### src/hw/rtl/wcmg_pkg.sv
// Shared types and constants for the weighted coverage marginal gain unit.
`timescale 1ns / 1ps
`default_nettype none

package wcmg_pkg;

    // Field widths fixed by the stream format
    localparam int KIND_W  = 3;
    localparam int ELEM_W  = 8;
    localparam int ITEM_W  = 8;
    localparam int SLOT_W  = 4;
    localparam int COUNT_W = 5;
    localparam int VALUE_W = 32;
    localparam int GAIN_W  = 40;
    localparam int TOTAL_W = 48;
    localparam int S_DATA_W = 64;
    localparam int M_DATA_W = 88;

    // Input word kinds
    typedef enum logic [KIND_W-1:0] {
        KIND_SET_MOD    = 3'd0,
        KIND_SET_WEIGHT = 3'd1,
        KIND_SET_EDGE   = 3'd2,
        KIND_SET_DEGREE = 3'd3,
        KIND_START      = 3'd4,
        KIND_ADD        = 3'd5
    } kind_t;

    // Controller states
    typedef enum logic [2:0] {
        ST_IDLE,
        ST_HDR,
        ST_LOAD,
        ST_WALK,
        ST_DRAIN,
        ST_FIN,
        ST_CLEAR
    } state_t;

    // Controller to datapath commands
    typedef struct packed {
        logic wr_mod;
        logic wr_wgt;
        logic wr_edge;
        logic wr_deg;
        logic clr;
        logic clr_wr;
        logic cap;
        logic hdr_ld;
        logic edge_rd;
        logic fin;
    } cmd_t;

    // Datapath to controller status
    typedef struct packed {
        logic elem_ok;
        logic deg_zero;
        logic walk_last;
        logic pipe_busy;
        logic out_free;
        logic clr_last;
    } sts_t;

endpackage

`default_nettype wire

### src/hw/rtl/wcmg_ctrl.sv
// Controller state machine: sequences loads, start and element adds.
`timescale 1ns / 1ps
`default_nettype none

module wcmg_ctrl (
    input  wire logic                 aclk,
    input  wire logic                 aresetn,
    input  wire logic                 s_tvalid,
    output logic                      s_tready,
    input  wire wcmg_pkg::kind_t      kind,
    input  wire wcmg_pkg::sts_t       sts,
    output wcmg_pkg::cmd_t            cmd
);

    wcmg_pkg::state_t state_reg, state_next;
    logic             acc;

    assign s_tready = (state_reg == wcmg_pkg::ST_IDLE);
    assign acc      = s_tvalid && s_tready;

    // State register; reset starts with a pass over the covered marks
    always_ff @(posedge aclk) begin
        if (!aresetn) begin
            state_reg <= wcmg_pkg::ST_CLEAR;
        end else begin
            state_reg <= state_next;
        end
    end

    // Next state and commands
    always_comb begin
        state_next = state_reg;
        cmd        = '0;
        case (state_reg)
            wcmg_pkg::ST_IDLE: begin
                if (acc) begin
                    case (kind)
                        wcmg_pkg::KIND_SET_MOD:    cmd.wr_mod  = 1'b1;
                        wcmg_pkg::KIND_SET_WEIGHT: cmd.wr_wgt  = 1'b1;
                        wcmg_pkg::KIND_SET_EDGE:   cmd.wr_edge = 1'b1;
                        wcmg_pkg::KIND_SET_DEGREE: cmd.wr_deg  = 1'b1;
                        wcmg_pkg::KIND_START: begin
                            cmd.clr    = 1'b1;
                            state_next = wcmg_pkg::ST_CLEAR;
                        end
                        wcmg_pkg::KIND_ADD: begin
                            cmd.cap    = 1'b1;
                            state_next = wcmg_pkg::ST_HDR;
                        end
                        default: ;
                    endcase
                end
            end
            // header reads at the captured element are in flight
            wcmg_pkg::ST_HDR: begin
                state_next = sts.elem_ok ? wcmg_pkg::ST_LOAD : wcmg_pkg::ST_FIN;
            end
            wcmg_pkg::ST_LOAD: begin
                cmd.hdr_ld = 1'b1;
                state_next = sts.deg_zero ? wcmg_pkg::ST_DRAIN : wcmg_pkg::ST_WALK;
            end
            // one neighbour read per cycle
            wcmg_pkg::ST_WALK: begin
                cmd.edge_rd = 1'b1;
                if (sts.walk_last) begin
                    state_next = wcmg_pkg::ST_DRAIN;
                end
            end
            wcmg_pkg::ST_DRAIN: begin
                if (!sts.pipe_busy) begin
                    state_next = wcmg_pkg::ST_FIN;
                end
            end
            // update total and load the output register once it is free
            wcmg_pkg::ST_FIN: begin
                if (sts.out_free) begin
                    cmd.fin    = 1'b1;
                    state_next = wcmg_pkg::ST_IDLE;
                end
            end
            // zero one covered mark per cycle
            wcmg_pkg::ST_CLEAR: begin
                cmd.clr_wr = 1'b1;
                if (sts.clr_last) begin
                    state_next = wcmg_pkg::ST_IDLE;
                end
            end
            default: begin
                state_next = wcmg_pkg::ST_IDLE;
            end
        endcase
    end

endmodule

`default_nettype wire

### config.mk
export PLATFORM = sky130hd
export DESIGN_NAME = wcmg_ctrl
export DESIGN_NICKNAME = d
export VERILOG_FILES = /design/src/hw/rtl/wcmg_pkg.sv /design/src/hw/rtl/wcmg_ctrl.sv
export SDC_FILE = /design/constraint.sdc
export NUM_CORES = 1
export LEC_CHECK = 0
export BUFFER_PORTS_ARGS = -buffer_cell sky130_fd_sc_hd__buf_2
export CORE_AREA = 2 2 39 41
export CTS_CLUSTER_SIZE = 8
export DETAILED_ROUTE_END_ITERATION = 12
export DIE_AREA = 0 0 41 43
export GPL_TIMING_DRIVEN = 0
export PLACE_DENSITY_LB_ADDON = 0.3
export SYNTH_ARGS = -nofsm -noshare
export SYNTH_HDL_FRONTEND = slang
export SYNTH_SLANG_ARGS = --single-unit
### constraint.sdc
create_clock -name aclk -period 1.81 [get_ports aclk]
set_clock_uncertainty 0.15 [all_clocks]
set_input_delay 0.181 -clock aclk [delete_from_list [all_inputs] [get_ports aclk]]
set_output_delay 0.181 -clock aclk [all_outputs]
set_load 0.02 [all_outputs]
Word level (Yosys, flattened, before mapping)
Index checks and enable logic that the tools add are counted.

Equality and inequality tests: 17. Mux-type cells: 24. Reductions and logical operators: 4.

Operator list (count): 3-bit 2-to-1 mux (7); 3-bit case mux with 7 select lines (1); 3-bit equality test, second input constant (5); 1-bit 2-to-1 mux (13); 3-bit by 2-bit equality test with 1-bit output, second input constant (4); 5-bit 2-to-1 mux (2); 2-bit != test, second input constant (4); 3-bit by 1-bit equality test with 1-bit output, second input constant (2); 3-bit zero test (2); 3-bit case mux with 2 select lines (1); 6-bit AND reduction (1); 3-bit by 1-bit != test with 1-bit output, second input constant (1); 2-bit by 1-bit != test with 1-bit output, second input constant (1); 1-bit logical AND (1).

Bits in registers: 3. Output and inout bits: 11.

Depth between registers and ports, before layout
Gate-level depths: netlist of the first run.

Depth in word-level cells: 4. Gate-level depth with buffers: 5. Gate-level depth less buffers: 4.

Least setup slack after synthesis of the first run
OpenSTA, ideal clock, no wires.

Path kind: flip-flop to output port. Start: register state_reg[1]. End: output port cmd[9] in the netlist's numbering. Data arrival time: 1.563 ns. Data required time: 1.479 ns. Path slack: -0.084 ns. Cell stages (with the launch flop): 3. Cells stage by stage: dfxtp_1 -> or4b_1 -> nor4_1.

RTL lines: start, declared (RTL line wcmg_ctrl.sv:15) `wcmg_pkg::state_t state_reg, state_next;`; start signal, assigned (RTL line wcmg_ctrl.sv:24) `state_reg <= wcmg_pkg::ST_CLEAR;`; start signal, assigned (RTL line wcmg_ctrl.sv:26) `state_reg <= state_next;`; end, declared (RTL line wcmg_ctrl.sv:12) `output wcmg_pkg::cmd_t cmd`.

==> results of run 1 <==
## power by group
part	total (uW)	leakage (uW)	internal (uW)	switching, uW
Clock	118	0.0000150	82.6	35.1
Sequential	135	0.0000256	108	27.1
Combinational	489	0.000249	236	253
Total	742	0.000289	427	315
## metal layers
layer / routed length, um / global-route usage [%] / vias up
li1: - / - / 251
met4: 0 / 4.000 / 0
met2: 523 / 21.56 / 17
met5: 0 / 0 / -
met1: 516 / 18.21 / 207
met3: 56 / 3.141 / 0
## area by class of cell
| type | instances | share of cell area, % |
|---|---|---|
| buffer | 3 | 4.260 |
| multi-input combinational | 41 | 51.52 |
| timing repair buffer | 25 | 23.73 |
| inverter | 3 | 1.826 |
| sequential | 3 | 11.16 |
| tap | 16 | 3.245 |
| clock buffer | 4 | 4.260 |
## worst max-delay path: cells and delay by family (launching register included)
kind | cells | cell delay, ns
AND/OR/NAND/NOR | 3 | 0.88
flip-flops | 1 | 0.33
buffers and inverters | 1 | 0.11
## Yosys cell counts (2+ instances only)
| cell type | count | area, um^2 |
|---|---|---|
| a21oi_1 | 3 | 15.01 |
| and3b_1 | 2 | 17.52 |
| and4bb_2 | 2 | 25.02 |
| buf_4 | 2 | 15.01 |
| dfxtp_1 | 3 | 60.06 |
| inv_1 | 3 | 11.26 |
| nand2_1 | 2 | 7.510 |
| nor2_1 | 7 | 26.28 |
| nor3_1 | 3 | 15.01 |
| nor3b_1 | 3 | 22.52 |
| nor4_1 | 2 | 12.51 |
| or4b_1 | 2 | 20.02 |
## per-stage QoR
| stage | hold WS, ns | setup WS [ns] |
|---|---|---|
| after floorplan | 0.1919 | 0.02783 |
| after global placement | 0.3526 | -0.01718 |
| after detailed placement | 0.3361 | -0.02677 |
| after CTS | 0.08040 | -0.09505 |
| after global routing | 0.1245 | -0.1335 |
| final | 0.1089 | -0.07307 |
## kinds of logic (layout without fill, tap and decap cells)
kind of cell    Yosys count  in the layout  synth area share [%]
compound gates            9              9                 18.09
buf+inv                   6             35                 9.522
flops                     3              3                 15.24
mux                       1              1                 2.540
simple gates             31             31                 54.61
## what timing repair did
| item | in CTS | in global routing |
|---|---|---|
| pin swaps | 3 | 2 |
| gates resized for setup | 13 | 1 |
| setup buffers | 2 | 1 |
| endpoints found under the setup margin | 6 | 5 |
## how the worst max path moves through the flow
stage                             from  slack (ns)  cells after the start      to
after floorplan           state_reg[1]        0.03                      2  cmd[5]
after global placement    state_reg[1]       -0.02                      4  cmd[6]
after detailed placement  state_reg[1]       -0.03                      4  cmd[6]
after CTS                 state_reg[2]        -0.1                      4  cmd[6]
after global routing      state_reg[0]       -0.13                      5  cmd[7]
final                     state_reg[0]       -0.07                      4  cmd[6]
==> flow_metrics.tcl, run 1 <==
set metrics [dict create \
    outcome "finished, violations left" \
    violations "setup timing" \
    fp.dieH_um 43 \
    synth_fp_nets 62 \
    yosysUniqueCellTypes 28 \
    critical_path.max_stage_delay_ns 0.58 \
    whs_endpoint "state_reg[0]" \
    min_path_cells 3 \
    ys_ff_latch 3 \
    antenna_found_initial 0 \
    h-tree-depth 1 \
    regToRegStartpoint "state_reg[0]" \
    pin_count 23 \
    ff2ff_path_depth 5 \
    grt_max_degree 11 \
    post_drt_via_cell_ratio 5.000 \
    diodes 0 \
    max-cap-violations 0 \
    grt_pass1_wl_um 1683 \
    setup_ws_ns -0.07307 \
    drt-total-wl_um 1096 \
    worst_pin_slew_ns 0.3479 \
    place_congestion 0.6920 \
    critPathMaxFanout 4 \
    async_flop_share_pct 0 \
    synth.yosys.seq_area_share_pct 15.24 \
    antenna_left 0 \
    routedWlPerCell_um 11.54 \
    leakagePower_uw 0.0002892 \
    clkTransAtPathRegs_ns 0.04 \
    drv_slew 0 \
    placed_cell_area_um2 530.5 \
    mostFrequentLayoutCell "buf_2" \
    cts-root-buf "clkbuf_4" \
    cts_hold_buf 0 \
    required_ns 1.48 \
    hold_violations 0 \
    r2r_setup_slack_ns 0.09 \
    yosysWarnings 0 \
    r2r_end "state_reg[1]" \
    final-seq-area_um2 68.82 \
    stdcell_count 95 \
    cts_inserted_buffers 3 \
    syn_to_final_growth_pct 56.51 \
    peakVddDrop_mv 0.4150 \
    drt_first_iter_violations 6 \
    cts_tree "done" \
    powerDensity_nw_per_um2 1203 \
    synth_area_um2 394.1 \
    rsz0062_at_grt "yes" \
    num_rows 14 \
    min_path_type "input pin to register" \
    grt_usage_pct 13.83 \
    port_buffers 22 \
    clockBufferDepth 2 \
    first_pass_iters 4 \
    fmax_ghz 0.5310 \
    final_area_um2 616.8 \
    final_cell_mix "buf_2 (18), buf_4 (8), nor2_1 (6)" \
    largest_reg_flops 3 \
    first_global_vias 399 \
    place_inst 88 \
    drcViolationCount 0 \
    clock_latency_ns 0.23 \
    setup_viol 4 \
    dieWidth_um 41 \
    critPathKind "register to primary output" \
    synthFlopType "dfxtp_1" \
    setup_tns_ns -0.2341 \
    vias 475 \
    gr-total-overflow 0 \
    period_needed_ns 1.883 \
    cp-end-kind "primary output" \
    slowest_stage "or4b_4" \
    drive_gt1_share_pct 53.16 \
    start_util_pct 28.48 \
    post_synth.cell_area_avg_um2 7.883 \
    die_area_um2 1763 \
    min_from "aresetn" \
    clock_sinks 3 \
    netlist_instances 50 \
    path_cells "or4b_4 > nor2_4 > and3_4 > buf_6" \
    nets 92 \
    n_fill_cell 140 \
    crit_arrival_ns 1.55 \
    synth_edf_count 0 \
    coreArea_um2 1384 \
    fin_util_pct 44.57 \
    relSlewSlack_pct 76.50 \
    period_share_pct 104.0 \
    multi_input_comb_area_um2 317.8 \
    power_uw 741.9 \
    hpwl_um 774.7 \
    crit_path_start_kind "register" \
]
Note: power is estimated with default switching activity, not from simulation.
==> inputs of run 2 (changes only) <==
Settings changed: ABC_AREA set to 1.
==> run 2 against run 1 <==
  * The flow now finishes without violations
  * Setup slack better by 0.12 ns
  * Sequential power is 19% higher
  * Synthesized area is 2.2% higher
  * Global-route usage is 1.1 points lower
  * Die area unchanged
  * Non-clock buffer count down 1
  * Combinational power grew 16%
  * Critical endpoint is now cmd[9]
  * Largest cell class unchanged
  * Largest power group unchanged
==> flow_metrics.tcl, run 2 <==
set metrics [dict create \
    grt.busiest_layer "met2" \
    synth.yosys.seq_area_share_pct 14.91 \
    period_share_pct 97.29 \
    period_needed_ns 1.761 \
    syn_to_final_growth_pct 56.83 \
    cts_inserted_buffers 3 \
    synth_area_um2 402.9 \
    yosysUniqueCellTypes 18 \
    antenna_left 0 \
    crit_arrival_ns 1.43 \
    cts_tree "done" \
    hold_violations 0 \
    yosysWarnings 0 \
    peakVddDrop_mv 0.6748 \
    place_congestion 0.8332 \
    critPathBufInv 2 \
    synth_area_leader_cell "nand3_1" \
    use_met2_pct 21.88 \
    die_area_um2 1763 \
    synth_compound_area_share_pct 2.484 \
    crit_path_start_kind "register" \
    setup_viol 0 \
    dieWidth_um 41 \
    rsz0062_at_grt "yes" \
    relSlewSlack_pct 86.75 \
    nets 120 \
    min_path_type "input pin to register" \
    multi_input_comb_area_um2 306.5 \
    synth_fp_nets 89 \
    h-tree-depth 1 \
    synthMuxAreaShare_pct 0 \
    n_fill_cell 163 \
    port_buffers 22 \
    grt_usage_pct 12.73 \
    yosys.area_share.adder_pct 0 \
    fp.dieH_um 43 \
    cp-end-kind "primary output" \
    clockBufferDepth 2 \
    critical_path.max_stage_delay_ns 0.36 \
    critPathKind "register to primary output" \
    first_global_vias 435 \
    ys_ff_latch 3 \
    num_rows 14 \
    max-cap-violations 0 \
    async_flop_share_pct 0 \
    worst_pin_slew_ns 0.1972 \
    drv_slew 0 \
    synth_edf_count 0 \
    gr-usage-met3_pct 1.571 \
    synthFlopType "dfxtp_1" \
    setup_tns_ns 0 \
    post_synth.cell_area_avg_um2 5.232 \
    ys_top_cells_by_count "nand2_1 (17), nand3_1 (15), nor2_1 (13)" \
    synth_xor_area_share_pct 0 \
    netlist_top_cells_area "nand3_1 (19%), nand2_1 (16%), dfxtp_1 (15%)" \
    yosysTopAreaCellShare_pct 18.63 \
    largest_reg_flops 3 \
    drive_gt1_share_pct 40.19 \
    clock_latency_ns 0.23 \
    cp_top_family "simple AND/OR/NAND/NOR gates" \
    netlist_instances 77 \
    final-seq-area_um2 67.56 \
    antenna_found_initial 0 \
    vias 567 \
    final_cell_mix "buf_2 (18), nand2_1 (17), nand3_1 (15)" \
    start_util_pct 29.11 \
    drt_first_iter_violations 9 \
    synth_top_family_by_area "simple AND/OR/NAND/NOR gates" \
    regToRegStartpoint "state_reg[0]" \
    clock_sinks 3 \
    pin_count 23 \
    setup_ws_ns 0.04899 \
    grt_max_degree 11 \
    hpwl_um 859.4 \
    synth_simple_gate_area_share_pct 68.63 \
    clkTransAtPathRegs_ns 0.04 \
    yosysMostFrequentCell "nand2_1" \
    drt-total-wl_um 1130 \
    leakagePower_uw 0.0003687 \
    critPathMaxFanout 6 \
    dp_slack_ns 0.1974 \
    fmax_ghz 0.5679 \
    use_met1_pct 14.38 \
    cts-root-buf "clkbuf_4" \
    outcome "finished clean" \
    gr-total-overflow 0 \
    grt_pass1_wl_um 1587 \
    diodes 0 \
    slowest_stage "dfxtp_4" \
    first_pass_iters 2 \
    drcViolationCount 0 \
    powerDensity_nw_per_um2 1337 \
    coreArea_um2 1384 \
    mostFrequentLayoutCell "buf_2" \
    power_uw 845.0 \
    path_cells "inv_4 > nand2_4 > nor2_4 > nand2_2 > or2_4 > nor3_2 > buf_4" \
    routedWlPerCell_um 9.187 \
    post_drt_via_cell_ratio 4.610 \
    required_ns 1.48 \
    crit_path_start "state_reg[1]" \
    min_from "aresetn" \
]
[run 2: changes by cell type after synthesis, moves of 3 or more]
cell	previous run	this run
nor3b_1	3	0
nor2_1	7	13
inv_1	3	11
nand3_1	0	15
nand2_1	2	17
[run 2: per-stage QoR]
stage | hold WS (ns) | utilization [%] | area, um^2 | cells
after floorplan | 0.1156 | - | 402.9 | 77
after global placement | 0.2459 | 38.52 | 533.0 | 115
after detailed placement | 0.2467 | 38.52 | 533.0 | 115
after CTS | 0.004948 | 41.68 | 576.8 | 121
after global routing | 0.01158 | 45.66 | 631.9 | 123
final | 0.009425 | 45.66 | 631.9 | 123
[run 2: cell type report]
class / count / share of cell area [%]
Tap cell: 16 / 3.168
Timing Repair Buffer: 26 / 23.76
Sequential cell: 3 / 10.69
Multi-Input combinational cell: 60 / 48.51
Clock buffer: 4 / 4.158
Buffer: 1 / 1.188
Inverter: 13 / 8.515
[run 2: power breakdown]
group	switching (uW)	internal [uW]
sequential	52.0	109
combinational	347	222
clock	32.4	82.4
total	432	413
[run 2: cell families after synthesis]
kind of cell	Yosys count
AND/OR/NAND/NOR	58
buffers and inverters	14
flip-flops	3
AO/OA/AOI/OAI	2
[run 2: what timing repair did]
item | 4_1_cts | 5_1_grt
pin swaps | 1 | 0
setup buffers | 2 | 2
gates resized for setup | 2 | 12
setup endpoints to repair | 4 | 4
hold buffers | 0 | 0
hold endpoints to repair | 0 | 0
[run 2: metal layers]
| metal | wire length, um | share of wire [%] |
|---|---|---|
| met1 | 471 | 42 |
| met2 | 567 | 50 |
| met3 | 79 | 7.0 |
| met4 | 11 | 0.97 |
| met5 | 0 | 0 |
[run 2: worst paths after layout]
kind / endpoint / slack, ns / depth (start not counted)
setup / recovery: cmd[9] / 0.05 / 7
setup reg to reg: state_reg[0] / 0.30 / 10
hold reg to reg: state_reg[1] / 0.37 / 2
hold / removal: state_reg[2] / 0.009 / 2
[run 2: worst register-to-register path: cells and delay by family (launching register included)]
family                 cells  cell delay (ns)
and+or+nand+nor            7             0.62
DFF                        1             0.37
buffers and inverters      3             0.29
==> inputs of run 3 (changes only) <==
Settings changed: PLACE_DENSITY set to 0.63, PLACE_DENSITY_LB_ADDON 0.3 to unset.
==> run 3 against run 2 <==
  * Count of clock-buffer cells in the layout unchanged
  * Largest power group unchanged
  * Combinational power fell by 3%
  * Critical path depth is the same
  * Register-to-register slack better by 0.09 ns
  * Wire length decreased by 0.27%
  * Worst hold slack improved by 0.0050 ns
  * Critical path type unchanged
  * Core utilization decreased by 1.3 points
  * Sequential cell count unchanged
  * Sequential power is 7% lower
==> flow_metrics.tcl, run 3 (synthesized netlist as in run 2, its figures left out) <==
set metrics [dict create \
    drv_slew 0 \
    clockBufferDepth 2 \
    r2r_setup_slack_ns 0.39 \
    final-seq-area_um2 62.56 \
    n_fill_cell 161 \
    max-cap-violations 0 \
    drt-total-wl_um 1127 \
    first_global_vias 491 \
    cp_top_family "simple AND/OR/NAND/NOR gates" \
    min_path_type "input pin to register" \
    antenna_left 0 \
    drcViolationCount 0 \
    r2r_end "state_reg[0]" \
    pin_count 23 \
    crit_cells 7 \
    required_ns 1.48 \
    drt_first_iter_violations 4 \
    dieWidth_um 41 \
    vias 560 \
    grt_pass1_wl_um 1704 \
    nets 119 \
    hold_violations 0 \
    outcome "finished clean" \
    clkTransAtPathRegs_ns 0.04 \
    first_pass_iters 2 \
    h-tree-depth 1 \
    place_congestion 0.7774 \
    cts-root-buf "clkbuf_4" \
    multi_input_comb_area_um2 306.5 \
    cts_tree "done" \
    die_area_um2 1763 \
    diodes 0 \
    rsz0062_at_grt "yes" \
    regToRegStartpoint "state_reg[0]" \
    final_cell_mix "buf_2 (18), nand2_1 (17), nand3_1 (15)" \
    antenna_found_initial 0 \
    largest_reg_flops 3 \
    place_inst 115 \
    crit_path_start_kind "register" \
    cts_inserted_buffers 3 \
    drive_gt1_share_pct 39.62 \
    critPathBufInv 2 \
    mostFrequentLayoutCell "buf_2" \
    routedWlPerCell_um 9.238 \
    fp.dieH_um 43 \
    fin_util_pct 44.39 \
    clock_sinks 3 \
    port_buffers 22 \
    grt_max_degree 11 \
    period_needed_ns 1.759 \
    grt_usage_pct 13.24 \
    coreArea_um2 1384 \
    setup_viol 0 \
    critPathMaxFanout 7 \
    syn_to_final_growth_pct 52.48 \
    cp-end-kind "primary output" \
    critical_path.max_stage_delay_ns 0.35 \
    powerDensity_nw_per_um2 1327 \
    crit_path_start "state_reg[1]" \
    use_met2_pct 22.50 \
    critPathKind "register to primary output" \
    crit_arrival_ns 1.43 \
    period_share_pct 97.17 \
    use_met1_pct 16.35 \
    start_util_pct 29.11 \
    leakagePower_uw 0.0003634 \
    crit_end "cmd[6]" \
    peakVddDrop_mv 0.6842 \
    ff2ff_path_depth 9 \
    clock_latency_ns 0.23 \
    fmax_ghz 0.5686 \
    hpwl_um 887 \
    post_drt_via_cell_ratio 4.590 \
    stdcell_count 122 \
    gr-usage-met3_pct 4.712 \
    path_cells "inv_2 > nand2_4 > nor2_4 > nand2_2 > or2_4 > nor3_2 > buf_4" \
    gr-total-overflow 0 \
    slowest_stage "dfxtp_2" \
    grt.busiest_layer "met2" \
    num_rows 14 \
    worst_pin_slew_ns 0.2100 \
    relSlewSlack_pct 85.89 \
]
==> run 3: changes by cell type in the layout (fill, tap and decap cells not counted) <==
cell | before | now
dfxtp_2 | 0 | 2
buf_4 | 9 | 8
dfxtp_4 | 2 | 0
inv_2 | 0 | 2
inv_4 | 2 | 0
==> run 3: how the worst min path moves through the flow <==
stage	startpoint	to	slack, ns	cells past startpoint
final	aresetn	state_reg[2]	0.01	2
after global routing	aresetn	state_reg[1]	0.03	2
after CTS	aresetn	state_reg[2]	0.01	2
after detailed placement	aresetn	state_reg[1]	0.25	2
after global placement	aresetn	state_reg[1]	0.24	2
after floorplan	aresetn	state_reg[1]	0.12	1
==> run 3: timing repair <==
action | CTS | global route
resized for setup | 3 | 7
pin swaps | 1 | 0
hold buffers | 0 | 0
hold endpoints to repair | 0 | 0
buffers inserted | 2 | 1
endpoints found under the setup margin | 4 | 4
==> run 3: power by group <==
part / internal (uW) / switching [uW]
clock: 82.3 / 30.4
combinational: 209 / 345
sequential: 102 / 47.1
==> run 3: final cells by class <==
type	instances	share of cell area (%)
Tap cell	16	3.259
Multi-Input combinational cell	60	49.90
Inverter	13	7.943
Buffer	1	1.222
Clock buffer	4	4.277
Sequential cell	3	10.18
Timing Repair Buffer	25	23.22
==> run 3: per-layer routing <==
| layer | vias up | wire length, um | share of wire [%] |
|---|---|---|---|
| met5 | - | 0 | 0 |
| met4 | 0 | 0 | 0 |
| met3 | 0 | 55 | 4.9 |
| met2 | 14 | 566 | 50 |
| met1 | 243 | 506 | 45 |
| li1 | 303 | - | - |
==> run 3: stage by stage <==
step	power (uW)	cell area, um^2	setup slack, ns	setup TNS [ns]	hold WS [ns]
2_1_floorplan	534.6	402.9	0.02351	0	0.1156
3_3_place_gp	656.8	533.0	0.2218	0	0.2442
3_5_place_dp	658.2	533.0	0.1704	0	0.2468
4_1_cts	802.4	581.8	0.007809	0	0.01135
5_1_grt	900.9	614.3	-0.05031	-0.1422	0.02568
6_report	815.5	614.3	0.05126	0	0.01444
